**config.mk**
```make
export PLATFORM = sky130hd
export DESIGN_NAME = qvr_pipe_ctrl
export DESIGN_NICKNAME = d
export VERILOG_FILES = /design/src/qvr_pkg.sv /design/src/qvr_pipe_ctrl.sv
export SDC_FILE = /design/constraint.sdc
export NUM_CORES = 1
export LEC_CHECK = 0
export BUFFER_PORTS_ARGS = -buffer_cell sky130_fd_sc_hd__buf_4
export CELL_PAD_IN_SITES_DETAIL_PLACEMENT = 2
export CELL_PAD_IN_SITES_GLOBAL_PLACEMENT = 2
export CORE_AREA = 4 4 41 43
export CTS_BUF_LIST = sky130_fd_sc_hd__clkbuf_2
export DETAILED_ROUTE_END_ITERATION = 10
export DIE_AREA = 0 0 45 47
export PLACE_DENSITY_LB_ADDON = 0.2
export RECOVER_POWER = 25
export SYNTH_ARGS = -nofsm -noshare
export SYNTH_HDL_FRONTEND = slang
export SYNTH_SLANG_ARGS = --single-unit
```
**constraint.sdc**
```tcl
create_clock -name clk -period 1.2 [get_ports clk]
set_input_delay 0.12 -clock clk [delete_from_list [all_inputs] [get_ports clk]]
set_output_delay 0.12 -clock clk [all_outputs]
set_load 0.005 [all_outputs]
```
**src/qvr_pkg.sv**
```systemverilog
// ----------------------------------------------------------------------------
// qvr_pkg
// Types and constants shared by the quaternion vector rotation pipeline.
// ----------------------------------------------------------------------------
`default_nettype none

package qvr_pkg;

    // pipeline depth: input, r*v products, t, r*t products, rounding, output
    localparam int STAGES = 6;

    // rounding of 2*(r x t): add half an output lsb, keep bits from here up
    localparam int ROUND_SHIFT = 27;

    typedef logic signed [15:0] comp_t;   // input and output components
    typedef logic signed [16:0] r_t;      // signed quaternion vector part
    typedef logic signed [31:0] wv_t;     // w * v
    typedef logic signed [32:0] t_t;      // r * v products and t
    typedef logic signed [49:0] u_t;      // r * t products and r x t
    typedef logic signed [22:0] rnd_t;    // rounded 2*(r x t)
    typedef logic signed [23:0] sum_t;    // rounded term plus v

    localparam u_t   ROUND_HALF = 50'sh0000004000000;
    localparam sum_t OUT_MAX    = 24'sd32767;
    localparam sum_t OUT_MIN    = -24'sd32768;

    typedef struct packed {
        logic signed [15:0] quat_w;
        logic signed [15:0] quat_x;
        logic signed [15:0] quat_y;
        logic signed [15:0] quat_z;
        logic signed [15:0] vec_x;
        logic signed [15:0] vec_y;
        logic signed [15:0] vec_z;
    } in_t;

    typedef struct packed {
        logic signed [15:0] rot_x;
        logic signed [15:0] rot_y;
        logic signed [15:0] rot_z;
        logic               saturated;
    } out_t;

    typedef struct packed {
        logic [STAGES-1:0] load;    // stage register takes a new beat
        logic [STAGES-1:0] valid;   // stage register holds a live beat
    } ctrl_t;

endpackage

`default_nettype wire

```
**src/qvr_pipe_ctrl.sv**
```systemverilog
// ----------------------------------------------------------------------------
// qvr_pipe_ctrl
// Valid and load control for the rotation pipeline; bubbles collapse under a
// stall so a stage takes a beat whenever it is empty or its successor moves.
// ----------------------------------------------------------------------------
`default_nettype none

module qvr_pipe_ctrl
(
    input  wire logic          clk,
    input  wire logic          rst_n,
    input  wire logic          in_valid,
    output logic               in_ready,
    output logic               out_valid,
    input  wire logic          out_ready,
    output qvr_pkg::ctrl_t     ctrl
);

    logic [qvr_pkg::STAGES-1:0] valid_reg;
    logic [qvr_pkg::STAGES-1:0] valid_next;
    logic [qvr_pkg::STAGES:0]   ready;

    always_comb
    begin
        ready[qvr_pkg::STAGES] = out_ready;
        for (int k = qvr_pkg::STAGES - 1; k >= 0; k--)
        begin
            ready[k] = !valid_reg[k] || ready[k+1];
        end
    end

    always_comb
    begin
        valid_next[0] = ready[0] ? in_valid : valid_reg[0];
        for (int k = 1; k < qvr_pkg::STAGES; k++)
        begin
            valid_next[k] = ready[k] ? valid_reg[k-1] : valid_reg[k];
        end
    end

    always_ff @(posedge clk or negedge rst_n)
    begin
        if (!rst_n)
        begin
            valid_reg <= '0;
        end
        else
        begin
            valid_reg <= valid_next;
        end
    end

    assign in_ready   = ready[0];
    assign out_valid  = valid_reg[qvr_pkg::STAGES-1];
    assign ctrl.load  = ready[qvr_pkg::STAGES-1:0];
    assign ctrl.valid = valid_reg;

endmodule

`default_nettype wire

```
# == Word-level counts from Yosys, hierarchy flattened ==
# Index checks and enable logic that the tools add are counted.
# word_totals
reg_bits,6
in_bits,4
wordCells,18
# op_classes
n_reduce_logical,12
# ops
operator,n
$logic_not A1 Y1,6
$logic_or A1 B1 Y1,6

# == Logic depth before layout (Yosys ltp) ==
# Gate-level depths: netlist of run 1.
# logic_depth
depth_word,7
ltp_mapped,4
ltp_nobuf,2

# == Worst setup path before layout of run 1 ==
# Ideal clock, no wire load.
# synth_timing
kind,flip-flop to output port
from,reg valid_reg[5] in the netlist's numbering
to,out ctrl[6] in the netlist's numbering
t_arrival_ns,0.996
t_required_ns,1.080
setup_slack_ns,0.084
stages_incl_launch_ff,5
path_buffers,2
cell_sequence,dfrtp_1 -> and4b_1 -> buf_6 -> nand4_1 -> buf_4
# synth_between
elab_chain_cells,7
# synth_lines
element,line_no,rtl
"start, declared",qvr_pipe_ctrl.sv:19,logic [qvr_pkg::STAGES-1:0] valid_reg;
"start signal, assigned",qvr_pipe_ctrl.sv:49,valid_reg <= valid_next;
$logic_not A1 Y1,qvr_pipe_ctrl.sv:28,ready[k] = !valid_reg[k] || ready[k+1];
$logic_or A1 B1 Y1 (6 in a row),qvr_pipe_ctrl.sv:28,
"end, declared",qvr_pipe_ctrl.sv:16,output qvr_pkg::ctrl_t ctrl
# Every way passes these cells.

==> impl_metrics.py, run 1 <==
metrics = {
    "finish": {
        "fin_area_um2": 447.9,
        "num_antenna_cells": 0,
        "layout-drive-gt1-share": 0.5556,
        "areaGrowthSynthToFinish_pct": 69.67,
        "finalNonFillerCells": 60,
        "largest_register_ffs": 6,
        "nFillCells": 162,
        "multiInputGateArea_um2": 85.08,
        "utilization": 0.3442,
        "nNetsFinal": 51,
        "seq_area_um2": 150.1,
    },
    "drt": {
        "drt-initial-drc-count": 1,
        "viasPerCell": 4.233,
        "num_vias": 254,
        "dr.pass1.iters": 3,
        "wl_per_cell_um": 12.72,
        "drcViolationCount": 0,
        "postRouteAntennaNets": 0,
        "wl_um": 763,
    },
    "floorplan": {
        "rows": 13,
        "io_pins": 18,
        "die_y_um": 47,
        "die_area_mm2": 0.002115,
        "start_util": 0.2029,
        "die_w_um": 45,
        "design.core.area_mm2": 0.001301,
    },
    "synth": {
        "ys_ff_latch": 6,
        "seq_area_frac_synth": 0.5687,
        "syn_nets": 26,
        "yosysMostFrequentCell": "dfrtp_1",
        "synth_cells": 22,
        "synth_area_leaders": "dfrtp_1, nand2b_1, buf_4",
        "yosys.area.top_type": "dfrtp_1",
        "synth_edf_count": 0,
        "ys_types": 14,
        "synth.cell_area_um2": 264.0,
        "yosys_warnings": 0,
        "synth_top_area_frac": 0.5687,
        "synthArstFlopShare": 1.000,
        "syn_avg_cell_area_um2": 12.00,
        "synth_common_cells": "dfrtp_1, nand2b_1, buf_4",
        "synthFlopType": "dfrtp_1",
    },
    "place": {
        "numPortBuffers": 17,
        "gp_congestion": 0.6266,
        "place_hpwl_um": 585.8,
        "place_area_um2": 399.1,
        "placed_cells": 53,
    },
    "timing": {
        "rsz0062_at_grt": "yes",
        "min_period_ns": 1.284,
        "clock_skew_ns": 0.002178,
        "setup_ws_ns": -0.08418,
        "fmax_mhz": 778.7,
        "tns_ns": -0.2087,
        "slew_viol_final": 0,
        "hold_viol": 0,
        "tightest_slew_ns": 0.3220,
        "maxSlewHeadroom": 0.7853,
        "finalSetupViolCount": 4,
        "fin_crit_sh": 1.070,
    },
    "worst_setup_path": {
        "crit_path_start_kind": "flip-flop",
        "cp_max_fo": 6,
        "endpoint_kind": "primary output",
        "required_ns": 1.08,
        "cp.arrival_ns": 1.16,
        "path_class": "reg2out",
    },
    "power": {
        "p_sw_uw": 174.2,
        "seqPwrFrac": 0.430,
        "combPwrFrac": 0.346,
        "total_leakage_power_nw": 0.2148,
        "intPower_uw": 431.2,
        "total_power_uw": 605.4,
        "ir_drop_v": 0.0005140,
        "pwr-share-clk": 0.224,
        "swShare": 0.2877,
        "power_density_mw_per_mm2": 1352,
    },
    "job": {
        "cap_violations": 0,
    },
    "clocking": {
        "cts-root-buf": "clkbuf_2",
        "cts_tree": "built",
        "worstSkewPairLatency_ns": 0.22,
        "cts_buffers": 3,
        "htree_levels": 1,
        "clkSinkCount": 6,
        "cts_buffer_depth": 2,
        "clk_pin_slew_ns": 0.06,
    },
    "global_routing": {
        "grt_max_degree": 9,
        "grt_pass1_wl_mm": 1.117,
        "grt_use_total": 0.08029,
        "grt_overflow": 0,
        "grt_pass1_vias": 259,
        "antenna_found_initial": 0,
    },
    "run_status": {
        "status": "complete, but fails checks",
        "violations": "negative setup slack",
    },
    "min_path": {
        "hold_path_class": "in2reg",
    },
}
-- through the flow --
step / hold WS, ns / worst slack, ns
final: 0.08963 / -0.08418
after floorplan: -0.1756 / 0.08375
after global placement: -0.07234 / 0.1013
after CTS: 0.07534 / -0.08741
after global routing: 0.08463 / -0.1631
after detailed placement: -0.06740 / 0.07544
-- critical path, stage by stage (launching register included) --
cell and delay [ns]:
dfrtp_1 0.36, and4b_2 0.31, nand4_1 0.13, buf_4 0.16
-- cells in the final DEF, fill, tap and decap left out, drive strengths merged --
cell,synthesis,routed
clkbuf,0,4
nand3,1,1
a41o,1,1
a31o,1,1
nand2,1,1
nand4,1,1
or2,1,1
inv,1,1
nand2b,3,3
buf,3,21
a21o,1,1
dfrtp,6,6
and4b,1,1
dlygate4sd3,0,1
nand3b,1,1
-- final timing paths --
kind	start	end	slack [ns]	cells after the start
worst max-delay path	valid_reg[4]	ctrl[6]	-0.08	3
worst min-delay path	in_valid	valid_reg[0]	0.09	2
worst max register to register	valid_reg[4]	valid_reg[0]	0.05	3
worst min register to register	valid_reg[3]	valid_reg[4]	0.51	1
max in group asynchronous	rst_n	valid_reg[2]	0.66	2
min in group asynchronous	rst_n	valid_reg[5]	0.30	2
-- power groups by stage --
stage | registers, mW | clock network (mW) | logic, mW
after CTS | 0.257 | 0.147 | 0.208
after global placement | 0.259 | 0 | 0.181
after global routing | 0.265 | 0.155 | 0.232
after floorplan | 0.262 | 0 | 0.0723
after detailed placement | 0.262 | 0 | 0.183
final | 0.260 | 0.135 | 0.210
-- repair_timing --
action	in CTS	in global routing
endpoints found under the setup margin	5	7
hold endpoints to repair	6	0
resized for setup	1	1
setup buffers	3	1
hold buffers	1	0
pin swaps	2	2
-- layer usage --
metal | routed length, um | vias to the layer above | track usage
li1 | - | 121 | -
met1 | 278 | 121 | 0.08102
met4 | 28 | 0 | 0.1053
met3 | 39 | 4 | 0.01533
met2 | 417 | 8 | 0.1243
met5 | 0 | - | 0
-- cells by family after synthesis --
family | share of synthesized area
AOI/OAI and AO/OA | 0.09954
buffers and inverters | 0.1137
DFF | 0.5687
and+or+nand+nor | 0.2180
-- layout make-up --
type,instances,area share
Timing Repair Buffer,23,0.3911
Sequential cell,6,0.3352
Multi-Input combinational cell,12,0.1899
Tap cell,15,0.04190
Clock buffer,3,0.03352
Inverter,1,0.008380
(Power assumes the default switching activity.)
==> run 2, diff against run 1 <==
--- a/config.mk
+++ b/config.mk
@@ -14,6 +14,7 @@
 export DIE_AREA = 0 0 45 47
 export PLACE_DENSITY_LB_ADDON = 0.2
 export RECOVER_POWER = 25
+export REMOVE_ABC_BUFFERS = 1
 export SYNTH_ARGS = -nofsm -noshare
 export SYNTH_HDL_FRONTEND = slang
 export SYNTH_SLANG_ARGS = --single-unit
==> constraint.sdc (replaced) <==
create_clock -name clk -period 1.58 [get_ports clk]
set_input_delay 0.158 -clock clk [delete_from_list [all_inputs] [get_ports clk]]
set_output_delay 0.158 -clock clk [all_outputs]
set_load 0.005 [all_outputs]
==> run 2 against run 1 <==
Against the previous run:
- the flow now finishes without violations
- final area is 9.2% lower
- die area unchanged
- sequential cell count unchanged
- global-route usage is 0.72 points higher
- worst setup slack improved by 0.24 ns
- first-iteration DRC count is 100% lower
- combinational power shrank 41%
- hold slack improved by 0.031 ns
- critical endpoint is now in_ready
==> impl_metrics.py, run 2 (same netlist as run 1, synthesis figures left out) <==
metrics = {
    "timing": {
        "tns_ns": 0,
        "finalSetupViolCount": 0,
        "min_period_ns": 1.421,
        "clock_skew_ns": 0.0001769,
        "tightest_slew_ns": 0.3390,
        "fin_crit_sh": 0.8996,
        "fmax_mhz": 703.5,
        "hold_viol": 0,
        "maxSlewHeadroom": 0.7740,
        "rsz0062_at_grt": "no",
        "slew_viol_final": 0,
    },
    "global_routing": {
        "grt_use_total": 0.08751,
        "grt_max_degree": 9,
        "grt_pass1_wl_mm": 1.228,
        "grt_overflow": 0,
        "grt_pass1_vias": 278,
        "antenna_found_initial": 0,
    },
    "finish": {
        "num_antenna_cells": 0,
        "areaGrowthSynthToFinish_pct": 54.03,
        "finalNonFillerCells": 55,
        "mostFrequentLayoutCell": "buf_4",
        "fin_area_um2": 406.6,
        "nNetsFinal": 46,
        "nFillCells": 157,
        "utilization": 0.3125,
        "most-common-layout-cells": "buf_4, dfrtp_1, nand2b_1, clkbuf_2",
        "layout-drive-gt1-share": 0.5000,
        "largest_register_ffs": 6,
    },
    "clocking": {
        "clk_pin_slew_ns": 0.05,
        "cts-root-buf": "clkbuf_2",
        "post_cts_buffers": 0,
        "worstSkewPairLatency_ns": 0.22,
        "cts_tree": "built",
        "cts_buffers": 3,
        "htree_levels": 1,
        "cts_buffer_depth": 2,
        "clkSinkCount": 6,
    },
    "floorplan": {
        "design.core.area_mm2": 0.001301,
        "die_area_mm2": 0.002115,
        "die_y_um": 47,
        "io_pins": 18,
        "start_util": 0.2029,
        "rows": 13,
        "die_w_um": 45,
    },
    "drt": {
        "drcViolationCount": 0,
        "wl_um": 718,
        "dr.pass1.iters": 1,
        "postRouteAntennaNets": 0,
        "wl_per_cell_um": 13.05,
        "num_vias": 238,
        "drt-initial-drc-count": 0,
        "viasPerCell": 4.327,
    },
    "job": {
        "cap_violations": 0,
    },
    "power": {
        "power_density_mw_per_mm2": 1050,
        "ir_drop_v": 0.0004232,
        "total_leakage_power_nw": 0.1899,
    },
    "worst_setup_path": {
        "required_ns": 1.42,
        "path_class": "reg2out",
        "critical_path.max_stage_delay_ns": 0.40,
        "path_cells": "and4b_2 > nand4_1 > buf_4",
        "slowest_stage": "dfrtp_1",
        "crit_path_start_kind": "flip-flop",
        "cp_max_fo": 8,
        "critPathTopFamily": "simple AND/OR/NAND/NOR gates",
        "critPathBufInv": 1,
        "endpoint_kind": "primary output",
        "cp.arrival_ns": 1.26,
    },
    "place": {
        "numPortBuffers": 17,
        "place_area_um2": 384.1,
        "gp_congestion": 0.6813,
        "place_hpwl_um": 562.8,
        "placed_cells": 51,
    },
    "run_status": {
        "status": "complete, no violations",
    },
    "min_path": {
        "hold_path_class": "in2reg",
    },
}
## run 2: cell types whose count changed in the layout (fill, tap and decap cells not counted)
cell   before  now
buf_6       1    0
buf_4      20   16
## run 2: through the flow
step / total power, mW / hold WS, ns / worst slack, ns
final: 0.4270 / 0.1207 / 0.1586
after global routing: 0.4623 / 0.1192 / 0.02005
after CTS: 0.4415 / 0.1067 / 0.04998
after detailed placement: 0.3280 / -0.02816 / 0.3372
after global placement: 0.3250 / -0.03133 / 0.3413
after floorplan: 0.2390 / -0.1376 / 0.5331
## run 2: repair_timing
item                                    in CTS  in global routing
resized for setup                            0                  1
hold buffers                                 1                  0
endpoints found under the setup margin       0                  2
endpoints found under the hold margin        6                  0
## run 2: per-layer routing
metal | track usage | vias to the layer above | wire length (um)
met3 | 0.04215 | 5 | 93
met2 | 0.1299 | 15 | 317
li1 | - | 112 | -
met1 | 0.08817 | 106 | 277
met4 | 0.08772 | 0 | 31
met5 | 0 | - | 0
## run 2: where the power goes
part	switching (mW)	total, mW	internal, mW
Sequential	0.0252	0.200	0.174
Clock	0.0525	0.104	0.0513
Combinational	0.0470	0.124	0.0766
Total	0.125	0.427	0.302
## run 2: final cells by class
type / instances / area (um2) / share of cell area
multi-input combinational: 12 / 85.08 / 0.2092
sequential: 6 / 150.1 / 0.3692
clock buffer: 3 / 15.01 / 0.03692
timing repair buffer: 18 / 133.9 / 0.3292
inverter: 1 / 3.754 / 0.009231
tap: 15 / 18.77 / 0.04615
## run 2: worst paths after layout
kind	startpoint	endpoint	slack [ns]	depth (start not counted)
max reg2reg	valid_reg[4]	valid_reg[0]	0.51	2
max in group asynchronous	rst_n	valid_reg[5]	0.99	2
max	valid_reg[5]	in_ready	0.16	3
min	in_valid	valid_reg[0]	0.12	2
min in group asynchronous	rst_n	valid_reg[1]	0.34	2
min reg2reg	valid_reg[3]	valid_reg[4]	0.49	1
==> run 3, diff against run 2 <==
--- a/config.mk
+++ b/config.mk
@@ -5,6 +5,7 @@
 export SDC_FILE = /design/constraint.sdc
 export NUM_CORES = 1
 export LEC_CHECK = 0
+export ABC_AREA = 1
 export BUFFER_PORTS_ARGS = -buffer_cell sky130_fd_sc_hd__buf_4
 export CELL_PAD_IN_SITES_DETAIL_PLACEMENT = 2
 export CELL_PAD_IN_SITES_GLOBAL_PLACEMENT = 2
==> run 3 against run 2 <==
Against the previous run:
- area after synthesis grew 14%
- first-iteration DRC count is the same
- count of clock-buffer cells in the layout is the same
- final cell count grew 11%
- die area is the same
- sequential cell count is the same
- register-to-register slack gained 0.13 ns
- power grew 8.7%
==> impl_metrics.py, run 3 <==
metrics = {
    "run_status": {
        "status": "complete, no violations",
    },
    "synth": {
        "ys_ff_latch": 6,
        "yosys.area.top_type": "dfrtp_1",
        "synth_area_leaders": "dfrtp_1, nand4_4, nor2_8",
        "synth_common_cells": "dfrtp_1, inv_1, nand2_1",
        "yosysMostFrequentCell": "dfrtp_1",
        "synthFlopType": "dfrtp_1",
        "synth_edf_count": 0,
        "synth_cells": 27,
        "syn_avg_cell_area_um2": 11.12,
        "seq_area_frac_synth": 0.5000,
        "synth.cell_area_um2": 300.3,
        "synth_top_area_frac": 0.5000,
        "ys_types": 11,
        "synthArstFlopShare": 1.000,
        "yosys_warnings": 0,
    },
    "timing": {
        "min_period_ns": 1.343,
        "finalSetupViolCount": 0,
        "slew_viol_final": 0,
        "fmax_mhz": 744.3,
        "whs_ns": 0.1384,
        "hold_viol": 0,
        "clock_skew_ns": 0.003354,
        "fin_crit_sh": 0.8503,
        "setup_ws_ns": 0.2365,
        "rsz0062_at_grt": "no",
        "tns_ns": 0,
        "maxSlewHeadroom": 0.7733,
        "tightest_slew_ns": 0.3401,
    },
    "min_path": {
        "hold_path_class": "in2reg",
    },
    "job": {
        "cap_violations": 0,
    },
    "drt": {
        "viasPerCell": 4.115,
        "drcViolationCount": 0,
        "num_vias": 251,
        "dr.pass1.iters": 1,
        "drt-initial-drc-count": 0,
        "postRouteAntennaNets": 0,
        "wl_um": 721,
        "wl_per_cell_um": 11.82,
    },
    "power": {
        "total_leakage_power_nw": 0.2328,
        "total_power_uw": 464.0,
        "ir_drop_v": 0.0003216,
        "power_density_mw_per_mm2": 1024,
    },
    "worst_setup_path": {
        "crit_path_start_kind": "flip-flop",
        "cp.arrival_ns": 1.19,
        "path_class": "reg2out",
        "endpoint_kind": "primary output",
        "required_ns": 1.42,
        "cp_max_fo": 5,
    },
    "clocking": {
        "post_cts_buffers": 0,
        "cts_buffer_depth": 2,
        "cts-root-buf": "clkbuf_2",
        "clkSinkCount": 6,
        "htree_levels": 1,
        "cts_tree": "built",
        "cts_buffers": 3,
        "clk_pin_slew_ns": 0.06,
        "worstSkewPairLatency_ns": 0.21,
    },
    "finish": {
        "mostFrequentLayoutCell": "buf_4",
        "largest_register_ffs": 6,
        "areaGrowthSynthToFinish_pct": 50.83,
        "nFillCells": 159,
        "most-common-layout-cells": "buf_4, dfrtp_1, nand2_1, inv_1",
        "nNetsFinal": 52,
        "layout-drive-gt1-share": 0.6304,
        "num_antenna_cells": 0,
        "multiInputGateArea_um2": 108.9,
        "seq_area_um2": 150.1,
    },
    "place": {
        "pre_cts_ws_ns": 0.4507,
        "gp_congestion": 0.6736,
        "place_hpwl_um": 614.4,
        "numPortBuffers": 17,
    },
    "global_routing": {
        "grt_overflow": 0,
        "grt_use_total": 0.08910,
        "grt_max_degree": 7,
        "grt_pass1_vias": 278,
        "grt_pass1_wl_mm": 1.297,
        "antenna_found_initial": 0,
    },
    "floorplan": {
        "io_pins": 18,
        "start_util": 0.2308,
        "design.core.area_mm2": 0.001301,
        "die_w_um": 45,
        "die_y_um": 47,
        "rows": 13,
        "die_area_mm2": 0.002115,
    },
}
[run 3: kinds of logic (layout without fill, tap and decap cells)]
group	after synthesis	in the layout	share of synthesized area
simple gates	12	12	0.3625
flops	6	6	0.5000
buf+inv	9	28	0.1375
[run 3: metal layers]
| layer | track usage | routed length (um) | up-vias |
|---|---|---|---|
| met4 | 0.05263 | 0 | 0 |
| met1 | 0.09281 | 240 | 119 |
| met3 | 0.05364 | 125 | 0 |
| li1 | - | - | 115 |
| met2 | 0.1384 | 355 | 17 |
| met5 | 0 | 0 | - |
[run 3: cell type report]
class / instances / area share
multi-input combinational: 12 / 0.2403
sequential: 6 / 0.3315
tap: 15 / 0.04144
clock buffer: 3 / 0.03315
timing repair buffer: 18 / 0.2956
inverter: 7 / 0.05801
[run 3: stage by stage]
stage	utilization	cell area [um2]	instances
finish	0.3481	452.9	61
global route	0.3481	452.9	61
CTS	0.3510	456.7	61
detailed placement	0.3317	431.7	57
global placement	0.3317	431.7	57
floorplan	-	285.3	25
[run 3: timing repair]
item / in CTS / in global routing
hold buffers: 1 / 0
hold endpoints to repair: 6 / 0
gates resized for setup: 0 / 0
[run 3: worst max-delay path: stages (launching register included)]
cell	delay, ns
dfrtp_1	0.43
nand3_4	0.13
nor2_8	0.15
nand4_4	0.10
buf_4	0.16
[run 3: where the power goes]
part           internal [mW]  total (mW)  leakage, nW  switching [mW]
Clock                 0.0516       0.106       0.0125          0.0545
Combinational         0.0847       0.154        0.158          0.0697
Sequential             0.174       0.203       0.0620          0.0295
Total                  0.310       0.464        0.233           0.154
[run 3: final timing paths]
kind                         startpoint           end  depth (start not counted)  slack (ns)
max in group asynchronous         rst_n  valid_reg[0]                          2        0.98
hold reg to reg            valid_reg[3]  valid_reg[4]                          2        0.52
setup reg to reg           valid_reg[5]  valid_reg[0]                          4        0.64
setup / recovery           valid_reg[5]       ctrl[6]                          4        0.24
hold / removal                 in_valid  valid_reg[0]                          3        0.14
min in group asynchronous         rst_n  valid_reg[4]                          2        0.35
